## config.mk

```make
export PLATFORM = sky130hd
export DESIGN_NAME = rc_touch_sense_qualifier_flat
export DESIGN_NICKNAME = d
export VERILOG_FILES = /design/src/rcts_pkg.sv /design/src/rcts_if.sv /design/src/rc_touch_sense_qualifier.sv /design/src/rcts_cfg_regs.sv /design/src/rcts_core.sv /design/src/rcts_out_reg.sv /design/src/flat_wrapper.sv
export VERILOG_INCLUDE_DIRS = /design/src /design/src/src
export SDC_FILE = /design/constraint.sdc
export NUM_CORES = 1
export LEC_CHECK = 0
export ABC_AREA = 1
export BUFFER_PORTS_ARGS = -buffer_cell sky130_fd_sc_hd__buf_2
export CAP_MARGIN = 25
export CORE_MARGIN = 2
export CORE_UTILIZATION = 30
export CTS_CLUSTER_DIAMETER = 40
export CTS_CLUSTER_SIZE = 28
export DETAILED_ROUTE_END_ITERATION = 10
export SLEW_MARGIN = 30
export SYNTH_ARGS = -nofsm -noshare
export SYNTH_HDL_FRONTEND = slang
export SYNTH_SLANG_ARGS = --single-unit
```

## constraint.sdc

```tcl
create_clock -name clk -period 5.2 [get_ports clk]
set_input_delay 0.26 -clock clk [delete_from_list [all_inputs] [get_ports clk]]
set_output_delay 0.26 -clock clk [all_outputs]
set_load 0.02 [all_outputs]
```

## src/rc_touch_sense_qualifier_defines.svh

```systemverilog
// Assertion macros for the design file that checks its own logic.
`ifndef RC_TOUCH_SENSE_QUALIFIER_DEFINES_SVH
`define RC_TOUCH_SENSE_QUALIFIER_DEFINES_SVH

// Checks that the consequent holds in the same cycle as the antecedent.
`define RCTS_ASSERT_SAME(label, ante, cons, msg) \
    label: assert property (@(posedge clk) disable iff (!rst_n) (ante) |-> (cons)) \
        else $error(msg);

// Checks that the consequent holds in the cycle after the antecedent.
`define RCTS_ASSERT_NEXT(label, ante, cons, msg) \
    label: assert property (@(posedge clk) disable iff (!rst_n) (ante) |=> (cons)) \
        else $error(msg);

`endif

```

## src/rcts_pkg.sv

```systemverilog
package rcts_pkg;

    localparam int COUNT_WIDTH = 20;
    localparam int SAMPLE_W = 20;
    localparam int TIMEOUT_W = 20;
    localparam int THRESH_W = 20;
    localparam int REQ_W = 4;
    localparam int SETTLE_W = 10;
    localparam int CFG_DATA_W = 20;
    localparam int CFG_INDEX_W = 2;
    localparam int CMP_W = (COUNT_WIDTH > SAMPLE_W) ? COUNT_WIDTH : SAMPLE_W;

    localparam logic [CFG_INDEX_W-1:0] REG_CHARGE_TIMEOUT = 2'd0;
    localparam logic [CFG_INDEX_W-1:0] REG_TOUCH_THRESHOLD = 2'd1;
    localparam logic [CFG_INDEX_W-1:0] REG_REQUIRED_SAMPLES = 2'd2;
    localparam logic [CFG_INDEX_W-1:0] REG_SETTLE_TICKS = 2'd3;

    localparam logic [TIMEOUT_W-1:0] RESET_CHARGE_TIMEOUT = 20'd100000;
    localparam logic [THRESH_W-1:0] RESET_TOUCH_THRESHOLD = 20'd20000;
    localparam logic [REQ_W-1:0] RESET_REQUIRED_SAMPLES = 4'd5;
    localparam logic [SETTLE_W-1:0] RESET_SETTLE_TICKS = 10'd10;

    typedef logic [COUNT_WIDTH-1:0] count_t;
    typedef logic [CMP_W-1:0] cmp_t;

    typedef struct packed {
        logic [TIMEOUT_W-1:0] charge_timeout;
        logic [THRESH_W-1:0]  touch_threshold;
        logic [REQ_W-1:0]     required_samples;
        logic [SETTLE_W-1:0]  settle_ticks;
    } cfg_t;

    typedef struct packed {
        logic                sense_drive_enable;
        logic                sense_drive_high;
        logic                charge_drive_high;
        logic                sample_done;
        logic [SAMPLE_W-1:0] sample_count;
        logic                sample_in_time;
        logic                sample_touched;
        logic                touch_event;
    } result_t;

endpackage

```

## src/rcts_if.sv

```systemverilog
interface rcts_in_if;
    logic valid;
    logic ready;
    logic sense_level;

    modport source (output valid, output sense_level, input ready);
    modport sink (input valid, input sense_level, output ready);
endinterface

interface rcts_out_if;
    logic                         valid;
    logic                         ready;
    logic                         sense_drive_enable;
    logic                         sense_drive_high;
    logic                         charge_drive_high;
    logic                         sample_done;
    logic [rcts_pkg::SAMPLE_W-1:0] sample_count;
    logic                         sample_in_time;
    logic                         sample_touched;
    logic                         touch_event;

    modport source (
        output valid, output sense_drive_enable, output sense_drive_high,
        output charge_drive_high, output sample_done, output sample_count,
        output sample_in_time, output sample_touched, output touch_event,
        input ready
    );
    modport sink (
        input valid, input sense_drive_enable, input sense_drive_high,
        input charge_drive_high, input sample_done, input sample_count,
        input sample_in_time, input sample_touched, input touch_event,
        output ready
    );
endinterface

```

## src/rc_touch_sense_qualifier.sv

```systemverilog
// RC charge-time touch qualifier.
// The sense channel delivers one sense_level sample per transfer, normally one
// per clock tick. Each transfer produces exactly one transfer on the result
// channel, carrying the pin drives of the current phase together with the
// sample status fields of a measurement cycle that completes on that tick.
// The work for one sample is done in the cycle it is accepted; its result is
// held in an output register and is offered in the next cycle.
// Throughput is one sample per cycle: a new sample is accepted whenever the
// output register is empty or its result is taken in the same cycle.
// When the receiver stalls, the held result stays stable and further samples
// wait, so the phase sequencer advances only on accepted samples.
// Registers are written through cfg_we, cfg_index and cfg_data, one per cycle.
// Reset loads the register defaults, returns the sequencer to the discharge
// settle phase with cleared counters and empties the output register.
`include "rc_touch_sense_qualifier_defines.svh"

module rc_touch_sense_qualifier (
    input  logic                             clk,
    input  logic                             rst_n,
    input  logic                             cfg_we,
    input  logic [rcts_pkg::CFG_INDEX_W-1:0] cfg_index,
    input  logic [rcts_pkg::CFG_DATA_W-1:0]  cfg_data,
    rcts_in_if.sink                          sense,
    rcts_out_if.source                       result
);

    rcts_pkg::cfg_t    cfg;
    rcts_pkg::result_t core_result;
    rcts_pkg::result_t held;
    logic              can_load;
    logic              step;
    logic              held_valid;

    assign sense.ready = can_load;
    assign step = sense.valid && can_load;

    rcts_cfg_regs u_cfg (
        .clk   (clk),
        .rst_n (rst_n),
        .we    (cfg_we),
        .index (cfg_index),
        .data  (cfg_data),
        .cfg   (cfg)
    );

    rcts_core u_core (
        .clk         (clk),
        .rst_n       (rst_n),
        .cfg         (cfg),
        .step        (step),
        .sense_level (sense.sense_level),
        .result      (core_result)
    );

    rcts_out_reg u_out (
        .clk      (clk),
        .rst_n    (rst_n),
        .load     (step),
        .data     (core_result),
        .take     (result.ready),
        .can_load (can_load),
        .valid    (held_valid),
        .q        (held)
    );

    assign result.valid = held_valid;
    assign result.sense_drive_enable = held.sense_drive_enable;
    assign result.sense_drive_high = held.sense_drive_high;
    assign result.charge_drive_high = held.charge_drive_high;
    assign result.sample_done = held.sample_done;
    assign result.sample_count = held.sample_count;
    assign result.sample_in_time = held.sample_in_time;
    assign result.sample_touched = held.sample_touched;
    assign result.touch_event = held.touch_event;

    `RCTS_ASSERT_NEXT(a_accept_gives_result, sense.valid && sense.ready, result.valid, "accepted sample left no result")
    `RCTS_ASSERT_SAME(a_event_needs_touch, result.valid && result.touch_event, result.sample_done && result.sample_touched, "touch event without a touched sample")
    `RCTS_ASSERT_SAME(a_done_pins_released, result.valid && result.sample_done, !result.sense_drive_enable && !result.charge_drive_high, "sample completed outside the discharge count phase")

endmodule

```

## src/rcts_cfg_regs.sv

```systemverilog
module rcts_cfg_regs (
    input  logic                             clk,
    input  logic                             rst_n,
    input  logic                             we,
    input  logic [rcts_pkg::CFG_INDEX_W-1:0] index,
    input  logic [rcts_pkg::CFG_DATA_W-1:0]  data,
    output rcts_pkg::cfg_t                   cfg
);

    rcts_pkg::cfg_t cfg_reg;

    always_ff @(posedge clk or negedge rst_n)
    begin
        if (!rst_n)
        begin
            cfg_reg.charge_timeout <= rcts_pkg::RESET_CHARGE_TIMEOUT;
            cfg_reg.touch_threshold <= rcts_pkg::RESET_TOUCH_THRESHOLD;
            cfg_reg.required_samples <= rcts_pkg::RESET_REQUIRED_SAMPLES;
            cfg_reg.settle_ticks <= rcts_pkg::RESET_SETTLE_TICKS;
        end
        else if (we)
        begin
            unique case (index)
                rcts_pkg::REG_CHARGE_TIMEOUT:
                    cfg_reg.charge_timeout <= data[rcts_pkg::TIMEOUT_W-1:0];
                rcts_pkg::REG_TOUCH_THRESHOLD:
                    cfg_reg.touch_threshold <= data[rcts_pkg::THRESH_W-1:0];
                rcts_pkg::REG_REQUIRED_SAMPLES:
                    cfg_reg.required_samples <= data[rcts_pkg::REQ_W-1:0];
                rcts_pkg::REG_SETTLE_TICKS:
                    cfg_reg.settle_ticks <= data[rcts_pkg::SETTLE_W-1:0];
                default:
                begin
                end
            endcase
        end
    end

    assign cfg = cfg_reg;

endmodule

```

## src/rcts_core.sv

```systemverilog
module rcts_core (
    input  logic               clk,
    input  logic               rst_n,
    input  rcts_pkg::cfg_t     cfg,
    input  logic               step,
    input  logic               sense_level,
    output rcts_pkg::result_t  result
);

    localparam logic [1:0] PH_DIS_SETTLE = 2'd0;
    localparam logic [1:0] PH_CHG_COUNT = 2'd1;
    localparam logic [1:0] PH_CHG_SETTLE = 2'd2;
    localparam logic [1:0] PH_DIS_COUNT = 2'd3;

    logic [1:0]                   phase_reg;
    logic [1:0]                   phase_next;
    rcts_pkg::count_t             cycle_count_reg;
    rcts_pkg::count_t             cycle_count_next;
    logic [rcts_pkg::SETTLE_W-1:0] settle_count_reg;
    logic [rcts_pkg::SETTLE_W-1:0] settle_count_next;
    logic [rcts_pkg::REQ_W-1:0]    touch_run_reg;
    logic [rcts_pkg::REQ_W-1:0]    touch_run_next;

    rcts_pkg::cmp_t count_ext;
    logic           below_timeout;
    logic           below_top;
    logic           may_count;
    logic           settle_done;
    logic           below_threshold;
    logic           run_done;

    assign count_ext = rcts_pkg::CMP_W'(cycle_count_reg);
    assign below_timeout = count_ext < rcts_pkg::CMP_W'(cfg.charge_timeout);
    assign below_top = ~&cycle_count_reg;
    assign may_count = below_timeout && below_top;
    assign settle_done = ({1'b0, settle_count_reg} + 11'd1) >= {1'b0, cfg.settle_ticks};
    assign below_threshold = count_ext < rcts_pkg::CMP_W'(cfg.touch_threshold);
    assign run_done = ({1'b0, touch_run_reg} + 5'd1) >= {1'b0, cfg.required_samples};

    always_comb
    begin
        phase_next = phase_reg;
        cycle_count_next = cycle_count_reg;
        settle_count_next = settle_count_reg;
        touch_run_next = touch_run_reg;
        result = '0;
        unique case (phase_reg)
            PH_DIS_SETTLE:
            begin
                result.sense_drive_enable = 1'b1;
                if (settle_done)
                begin
                    settle_count_next = '0;
                    phase_next = PH_CHG_COUNT;
                end
                else
                begin
                    settle_count_next = settle_count_reg + 1'b1;
                end
            end
            PH_CHG_COUNT:
            begin
                result.charge_drive_high = 1'b1;
                if (!sense_level && may_count)
                begin
                    cycle_count_next = cycle_count_reg + 1'b1;
                end
                else
                begin
                    settle_count_next = '0;
                    phase_next = PH_CHG_SETTLE;
                end
            end
            PH_CHG_SETTLE:
            begin
                result.sense_drive_enable = 1'b1;
                result.sense_drive_high = 1'b1;
                result.charge_drive_high = 1'b1;
                if (settle_done)
                begin
                    settle_count_next = '0;
                    phase_next = PH_DIS_COUNT;
                end
                else
                begin
                    settle_count_next = settle_count_reg + 1'b1;
                end
            end
            PH_DIS_COUNT:
            begin
                if (sense_level && may_count)
                begin
                    cycle_count_next = cycle_count_reg + 1'b1;
                end
                else
                begin
                    result.sample_done = 1'b1;
                    result.sample_count = rcts_pkg::SAMPLE_W'(count_ext);
                    result.sample_in_time = below_timeout;
                    result.sample_touched = below_threshold;
                    if (below_threshold)
                    begin
                        if (run_done)
                        begin
                            result.touch_event = 1'b1;
                            touch_run_next = '0;
                        end
                        else
                        begin
                            touch_run_next = touch_run_reg + 1'b1;
                        end
                    end
                    else
                    begin
                        touch_run_next = '0;
                    end
                    cycle_count_next = '0;
                    settle_count_next = '0;
                    phase_next = PH_DIS_SETTLE;
                end
            end
            default:
            begin
                phase_next = PH_DIS_SETTLE;
            end
        endcase
    end

    always_ff @(posedge clk or negedge rst_n)
    begin
        if (!rst_n)
        begin
            phase_reg <= PH_DIS_SETTLE;
            cycle_count_reg <= '0;
            settle_count_reg <= '0;
            touch_run_reg <= '0;
        end
        else if (step)
        begin
            phase_reg <= phase_next;
            cycle_count_reg <= cycle_count_next;
            settle_count_reg <= settle_count_next;
            touch_run_reg <= touch_run_next;
        end
    end

endmodule

```

## src/rcts_out_reg.sv

```systemverilog
module rcts_out_reg (
    input  logic              clk,
    input  logic              rst_n,
    input  logic              load,
    input  rcts_pkg::result_t data,
    input  logic              take,
    output logic              can_load,
    output logic              valid,
    output rcts_pkg::result_t q
);

    logic              valid_reg;
    rcts_pkg::result_t data_reg;

    assign can_load = !valid_reg || take;

    always_ff @(posedge clk or negedge rst_n)
    begin
        if (!rst_n)
        begin
            valid_reg <= 1'b0;
        end
        else if (load)
        begin
            valid_reg <= 1'b1;
        end
        else if (take)
        begin
            valid_reg <= 1'b0;
        end
    end

    always_ff @(posedge clk)
    begin
        if (load)
        begin
            data_reg <= data;
        end
    end

    assign valid = valid_reg;
    assign q = data_reg;

endmodule
```

## src/flat_wrapper.sv

```systemverilog
// flat-port wrapper written by rule: the top's interface ports become plain ports
module rc_touch_sense_qualifier_flat 
  (clk, rst_n, cfg_we, cfg_index, cfg_data, sense_valid, sense_sense_level, sense_ready, result_valid, result_sense_drive_enable, result_sense_drive_high, result_charge_drive_high, result_sample_done, result_sample_count, result_sample_in_time, result_sample_touched, result_touch_event, result_ready);
  rcts_in_if sense_i ();
  rcts_out_if result_i ();
  input  logic clk;
  input  logic rst_n;
  input  logic cfg_we;
  input  logic [rcts_pkg::CFG_INDEX_W-1:0] cfg_index;
  input  logic [rcts_pkg::CFG_DATA_W-1:0] cfg_data;
  input wire logic [$bits(sense_i.valid)-1:0] sense_valid;
  input wire logic [$bits(sense_i.sense_level)-1:0] sense_sense_level;
  output wire logic [$bits(sense_i.ready)-1:0] sense_ready;
  output wire logic [$bits(result_i.valid)-1:0] result_valid;
  output wire logic [$bits(result_i.sense_drive_enable)-1:0] result_sense_drive_enable;
  output wire logic [$bits(result_i.sense_drive_high)-1:0] result_sense_drive_high;
  output wire logic [$bits(result_i.charge_drive_high)-1:0] result_charge_drive_high;
  output wire logic [$bits(result_i.sample_done)-1:0] result_sample_done;
  output wire logic [$bits(result_i.sample_count)-1:0] result_sample_count;
  output wire logic [$bits(result_i.sample_in_time)-1:0] result_sample_in_time;
  output wire logic [$bits(result_i.sample_touched)-1:0] result_sample_touched;
  output wire logic [$bits(result_i.touch_event)-1:0] result_touch_event;
  input wire logic [$bits(result_i.ready)-1:0] result_ready;
  assign sense_i.valid = sense_valid;
  assign sense_i.sense_level = sense_sense_level;
  assign sense_ready = sense_i.ready;
  assign result_valid = result_i.valid;
  assign result_sense_drive_enable = result_i.sense_drive_enable;
  assign result_sense_drive_high = result_i.sense_drive_high;
  assign result_charge_drive_high = result_i.charge_drive_high;
  assign result_sample_done = result_i.sample_done;
  assign result_sample_count = result_i.sample_count;
  assign result_sample_in_time = result_i.sample_in_time;
  assign result_sample_touched = result_i.sample_touched;
  assign result_touch_event = result_i.touch_event;
  assign result_i.ready = result_ready;
  rc_touch_sense_qualifier u_core (.clk(clk), .rst_n(rst_n), .cfg_we(cfg_we), .cfg_index(cfg_index), .cfg_data(cfg_data), .sense(sense_i), .result(result_i));
endmodule
```

==> impl_metrics.yaml, run 1 <==
synthesis:
  synth_top_area_share_pct: 27.6
  synth_edf_count: 27
  synth_warnings: 0
  yosys.area.top_type: "dfrtp_1"
  yosysMostFrequentCell: "nand2_1"
  syn_area_um2: 6900
  seq_area_frac_synth_pct: 45.0
  syn_avg_cell_area_um2: 8.20
  synth_seq_cells: 118
  synth_fp_nets: 928
  async_reset_ff_share_pct: 77.1
  synth.top_cells.by_count: "nand2_1 (232), inv_1 (137), dfrtp_1 (76)"
  ys.flop_type: "dfrtp_1"
  syn_inst: 841
  ys_top_cells_by_area: "dfrtp_1 (28%), nand2_1 (13%), edfxtp_1 (12%)"
  yosysUniqueCellTypes: 36
floorplanning:
  io_pins: 57
  die-height_um: 156
  core_um2: 22600
  die_width_um: 156
  dieArea_um2: 24200
  row_count: 55
  start_util_pct: 30.5
critical_path:
  cp_slowest_stage_delay_ns: 0.48
  path_cells: "ha_1 > nand2_1 > xor2_1 > inv_1 > ha_1 > nand2_1 > nor2_1 > inv_1 > nor2_1 > nand3_1 > or2_2 > nand3_2 > nor2_1 > nand2_1 > o21ai_2"
  ff2ff_setup_slack_ns: 2.46
  required_ns: 5.50
  endpoint_kind: "flop"
  start_kind: "flop"
  timing.rr.start: "u_core.u_core.settle_count_reg[0]"
  cp.arrival_ns: 3.04
  reg2reg_depth: 15
  crit_start: "u_core.u_core.settle_count_reg[0]"
  r2r_end: "u_core.u_core.settle_count_reg[7]"
  path_max_fanout: 9
  cp_num_buf_inv: 2
  critPathKind: "flop to flop"
  cp_top_family: "simple AND/OR/NAND/NOR gates"
  cpMaxStageDelayCell: "dfrtp_1"
clocking:
  ctsHoldBuffers: 1
  root_buffer: "clkbuf_16"
  cts_tree: "yes"
  cts.htree.levels: 4
  cts_buffers: 17
  postCtsResizedCells: 0
  cts.sinks: 118
  insertion_delay_ns: 0.42
  postCtsSetupRepairBufs: 0
  clk_path_buf_depth: 2
  cts.clk_slew.worst_paths_ns: 0.06
placement:
  gp_congestion: 0.854
  io_buffers: 56
  hpwl_um: 11100
  dpl_cell_area_um2: 7460
timing:
  hold_viol_final: 0
  tns_ns: 0
  timing.fmax_mhz: 365
  hold_ws_ns: 0.0799
  setup_violations: 0
  finClkSkew_ns: 0.00989
  fin_crit_sh_pct: 52.7
  rsz0062_at_grt: "no"
  final_max_slew_viol_count: 0
  fin_crit_ns: 2.74
  slew_headroom_pct: 42.8
  worst_pin_slew_ns: 0.858
detailed_routing:
  ant_nets: 0
  drcViolationCount: 0
  wl_um: 15200
  via_count: 5335
  viasPerCell: 4.45
  routedWlPerCell_um: 12.7
  drt_iter0_drc: 372
  dr.pass1.iters: 4
finish:
  fin_nets: 987
  diodes: 0
  largest_reg_flops: 54
  drive_above_1_share_pct: 14.6
  syn_to_final_growth_pct: 16.8
  fin_util_pct: 35.6
  fin_area_um2: 8060
global_route:
  first_global_vias: 5013
  antenna_found_initial: 0
  overflow: 0
  grt_max_degree: 80
  grtUsageTotal_pct: 13.3
  grt_pass1_wl_um: 25400
power_and_ir_drop:
  power_uw: 3820
  pwr_density_cell_nw_per_um2: 473
  leakage_uw: 0.00410
  vdd_ir_drop_max_uv: 309
status:
  status: "finished, final reports clean"
flow_run:
  maxCapViolations: 0
hold_path:
  hold_path.class: "input pin to flop"
  min_to: "u_core.u_cfg.cfg[50]"
  whs_path_depth: 3
  min_from: "cfg_data[16]"
-- metrics by stage --
step	cells	setup slack, ns
4_1_cts	1198	2.45
2_1_floorplan	841	2.77
5_1_grt	1198	2.21
6_report	1198	2.46
3_5_place_dp	1165	2.47
3_3_place_gp	1165	2.53
-- routing by layer --
layer / GRT usage [%] / up-vias / wire length, um
met5: 0 / - / 0
met4: 4.54 / 0 / 244
met3: 3.14 / 15 / 663
met2: 20.1 / 109 / 6540
met1: 18.7 / 2427 / 7760
li1: - / 2784 / -
-- cell type report --
cell class              count  area [um^2]
multi-input cells         563         3160
clock buffers              20          437
flip-flops and latches    118         3110
clock inverters            12          159
well taps                 285          357
fillers                  2329        14600
repair buffers             60          319
inverters                 140          528
-- worst max path at each step --
stage	end	slack, ns	cells after the start
floorplan	u_core.u_core.settle_count_reg[0]	2.77	15
global route	u_core.u_core.settle_count_reg[5]	2.21	15
CTS	u_core.u_core.settle_count_reg[7]	2.45	15
global placement	u_core.u_core.settle_count_reg[6]	2.53	15
detailed placement	u_core.u_core.settle_count_reg[7]	2.47	15
finish	u_core.u_core.settle_count_reg[7]	2.46	15
-- where the power goes --
part	total [uW]	switching, uW	internal (uW)
logic	1230	779	451
clock network	1200	405	792
registers	1390	236	1150
total	3820	1420	2400
-- cells in the final DEF (no fill, tap or decap) --
| cell type | synthesis | routed |
|---|---|---|
| a21o_1 | 1 | 1 |
| a21oi_1 | 37 | 37 |
| buf_2 | 5 | 55 |
| buf_4 | 1 | 3 |
| buf_6 | 1 | 1 |
| bufinv_16 | 0 | 4 |
| clkbuf_1 | 9 | 3 |
| clkbuf_16 | 0 | 17 |
| clkinv_1 | 1 | 2 |
| clkinv_2 | 0 | 7 |
| dfrtp_1 | 76 | 76 |
| dfstp_2 | 15 | 15 |
| dlygate4sd3_1 | 0 | 1 |
| edfxtp_1 | 27 | 27 |
| ha_1 | 59 | 59 |
| inv_1 | 137 | 136 |
| inv_2 | 1 | 2 |
| inv_4 | 1 | 1 |
| nand2_1 | 232 | 232 |
| nand2_2 | 4 | 4 |
| nand2_4 | 3 | 3 |
| nand3_1 | 20 | 20 |
| nand3_2 | 6 | 6 |
| nand3b_1 | 3 | 3 |
| nand4_1 | 15 | 15 |
| nor2_1 | 62 | 62 |
| nor2_4 | 3 | 3 |
| nor3_1 | 9 | 9 |
| nor3_4 | 1 | 1 |
| nor4_1 | 1 | 1 |
| o211ai_1 | 1 | 1 |
| o21ai_0 | 64 | 64 |
| o21ai_2 | 9 | 9 |
| o21bai_1 | 2 | 2 |
| or2_1 | 1 | 1 |
| or2_2 | 2 | 2 |
| xnor2_1 | 3 | 3 |
| xor2_1 | 25 | 25 |
-- worst min-delay path, cell delays in order --
cell	delay, ns
buf_2	0.10
inv_1	0.05
o21ai_0	0.08
-- logic make-up (layout without fill, tap and decap cells) --
family / Yosys count / in the layout / share of synthesized area [%]
flops: 118 / 118 / 45.0
fa+ha+maj: 59 / 59 / 10.7
simple gates: 362 / 362 / 22.6
compound gates: 114 / 114 / 8.90
xor+xnor: 28 / 28 / 3.55
buf+inv: 160 / 232 / 9.23
(Power assumes the default switching activity.)
==> inputs of run 2 (changes only) <==
- clock period: 5.2 -> 2.8 ns (I/O delays scaled with it)
==> impl_metrics.yaml, run 2 (synthesized netlist as in run 1, its figures left out) <==
finish:
  fin_nets: 1015
  drive_above_1_share_pct: 16.6
  largest_reg_flops: 54
  mostFrequentLayoutCells: "nand2_1 (232), inv_1 (137), dfrtp_1 (75)"
  final_common_cell: "nand2_1"
  syn_to_final_growth_pct: 21.0
  diodes: 0
  fin_util_pct: 36.9
  final_cell_count_no_fill: 1226
floorplanning:
  core_um2: 22600
  io_pins: 57
  die-height_um: 156
  start_util_pct: 30.5
  row_count: 55
  die_width_um: 156
  dieArea_um2: 24200
timing:
  fin_ws_ns: 0.231
  fin_crit_ns: 2.57
  worst_pin_slew_ns: 0.665
  hold_viol_final: 0
  timing.fmax_mhz: 389
  setup_violations: 0
  final_max_slew_viol_count: 0
  slew_headroom_pct: 55.5
  fin_crit_sh_pct: 91.8
  finClkSkew_ns: 0.00633
detailed_routing:
  dr.pass1.iters: 4
  routedWlPerCell_um: 12.9
  drt_iter0_drc: 295
  wl_um: 15900
  via_count: 5482
  viasPerCell: 4.47
  drcViolationCount: 0
  ant_nets: 0
critical_path:
  start_kind: "flop"
  endpoint_kind: "flop"
  path_max_fanout: 9
  cp.arrival_ns: 2.87
  required_ns: 3.10
  critPathKind: "flop to flop"
placement:
  detailedPlace.worstSlack_ns: 0.200
  hpwl_um: 11500
  io_buffers: 56
  dp_cells: 1184
  gp_congestion: 0.856
global_route:
  overflow: 0
  first_global_vias: 5090
  grt_max_degree: 92
  grt_pass1_wl_um: 26400
  grtUsageTotal_pct: 13.9
  antenna_found_initial: 0
clocking:
  cts.sinks: 118
  insertion_delay_ns: 0.42
  cts.clk_slew.worst_paths_ns: 0.05
  root_buffer: "clkbuf_16"
  cts_tree: "yes"
  cts_buffers: 17
  clk_path_buf_depth: 2
  cts.htree.levels: 4
power_and_ir_drop:
  pwr_density_cell_nw_per_um2: 884
  vdd_ir_drop_max_uv: 426
  leakage_uw: 0.00425
flow_run:
  maxCapViolations: 0
status:
  status: "finished, final reports clean"
hold_path:
  hold_path.class: "input pin to flop"
## run 2: cell count changes in the layout (fill, tap and decap cells not counted), moves of 2 or more
cell           previous run  this run
buf_4                     3        23
dlygate4sd3_1             1         9
clkinv_1                  2         4
clkinv_2                  7         5
nor2_1                   62        60
nor2_2                    0         2
## run 2: layer usage
metal / part of all wire (%) / vias to the layer above / global-route usage, %
li1: - / 2848 / -
met1: 53 / 2530 / 20.4
met2: 42 / 90 / 19.8
met3: 3.9 / 14 / 2.97
met4: 1.3 / 0 / 5.33
met5: 0 / - / 0
## run 2: repair_timing
item | 4_1_cts | 5_1_grt
hold buffers | 9 | 0
endpoints found under the hold margin | 89 | 0
endpoints found under the setup margin | 0 | 9
setup buffers | 0 | 1
resized for setup | 0 | 6
## run 2: power by group
group,leakage (uW),internal [uW],switching [uW]
Sequential,0.00140,2150,302
Clock,0.000307,1560,762
Combinational,0.00254,976,1640
Total,0.00425,4680,2700
## run 2: final cells by class
cell class | instances | area, um^2
well taps | 285 | 357
clock buffers | 19 | 433
flip-flops and latches | 118 | 3110
inverters | 140 | 528
fillers | 2268 | 14300
repair buffers | 88 | 558
clock inverters | 13 | 186
multi-input cells | 563 | 3180
## run 2: critical path, stage by stage, from the launching register on
cell,delay [ns]
dfrtp_1,0.44
nand2_1,0.11
nor2_2,0.16
nand2_1,0.11
xor2_2,0.17
inv_1,0.07
ha_1,0.27
nand2_1,0.05
nor2_1,0.13
inv_1,0.07
nor2_1,0.08
nand3_1,0.09
or2_2,0.34
nand3_4,0.15
nor2_1,0.06
nand2_1,0.08
o21ai_2,0.07
## run 2: worst paths after layout
path	end	cells after the start	slack (ns)	start
worst max-delay path	u_core.u_core.settle_count_reg[9]	16	0.23	u_core.u_core.settle_count_reg[2]
worst max register to register	u_core.u_core.settle_count_reg[9]	16	0.23	u_core.u_core.settle_count_reg[2]
min in group asynchronous	u_core.u_cfg.cfg[5]	3	0.32	rst_n
max in group asynchronous	u_core.u_cfg.cfg[28]	3	2.06	rst_n
worst min-delay path	u_core.u_cfg.cfg[53]	3	0.01	cfg_data[19]
worst min register to register	u_core.u_cfg.cfg[38]	2	0.48	u_core.u_cfg.cfg[38]
## run 2: through the flow
stage | instance area [um^2] | hold WS [ns] | TNS [ns] | power (uW)
after floorplan | 6900 | -0.156 | 0 | 4240
after global routing | 8350 | 0.0214 | -0.0233 | 7980
after global placement | 7610 | 0.243 | 0 | 5000
after detailed placement | 7610 | 0.244 | 0 | 5060
final | 8350 | 0.0134 | 0 | 7380
after CTS | 8320 | 0.00137 | 0 | 7430
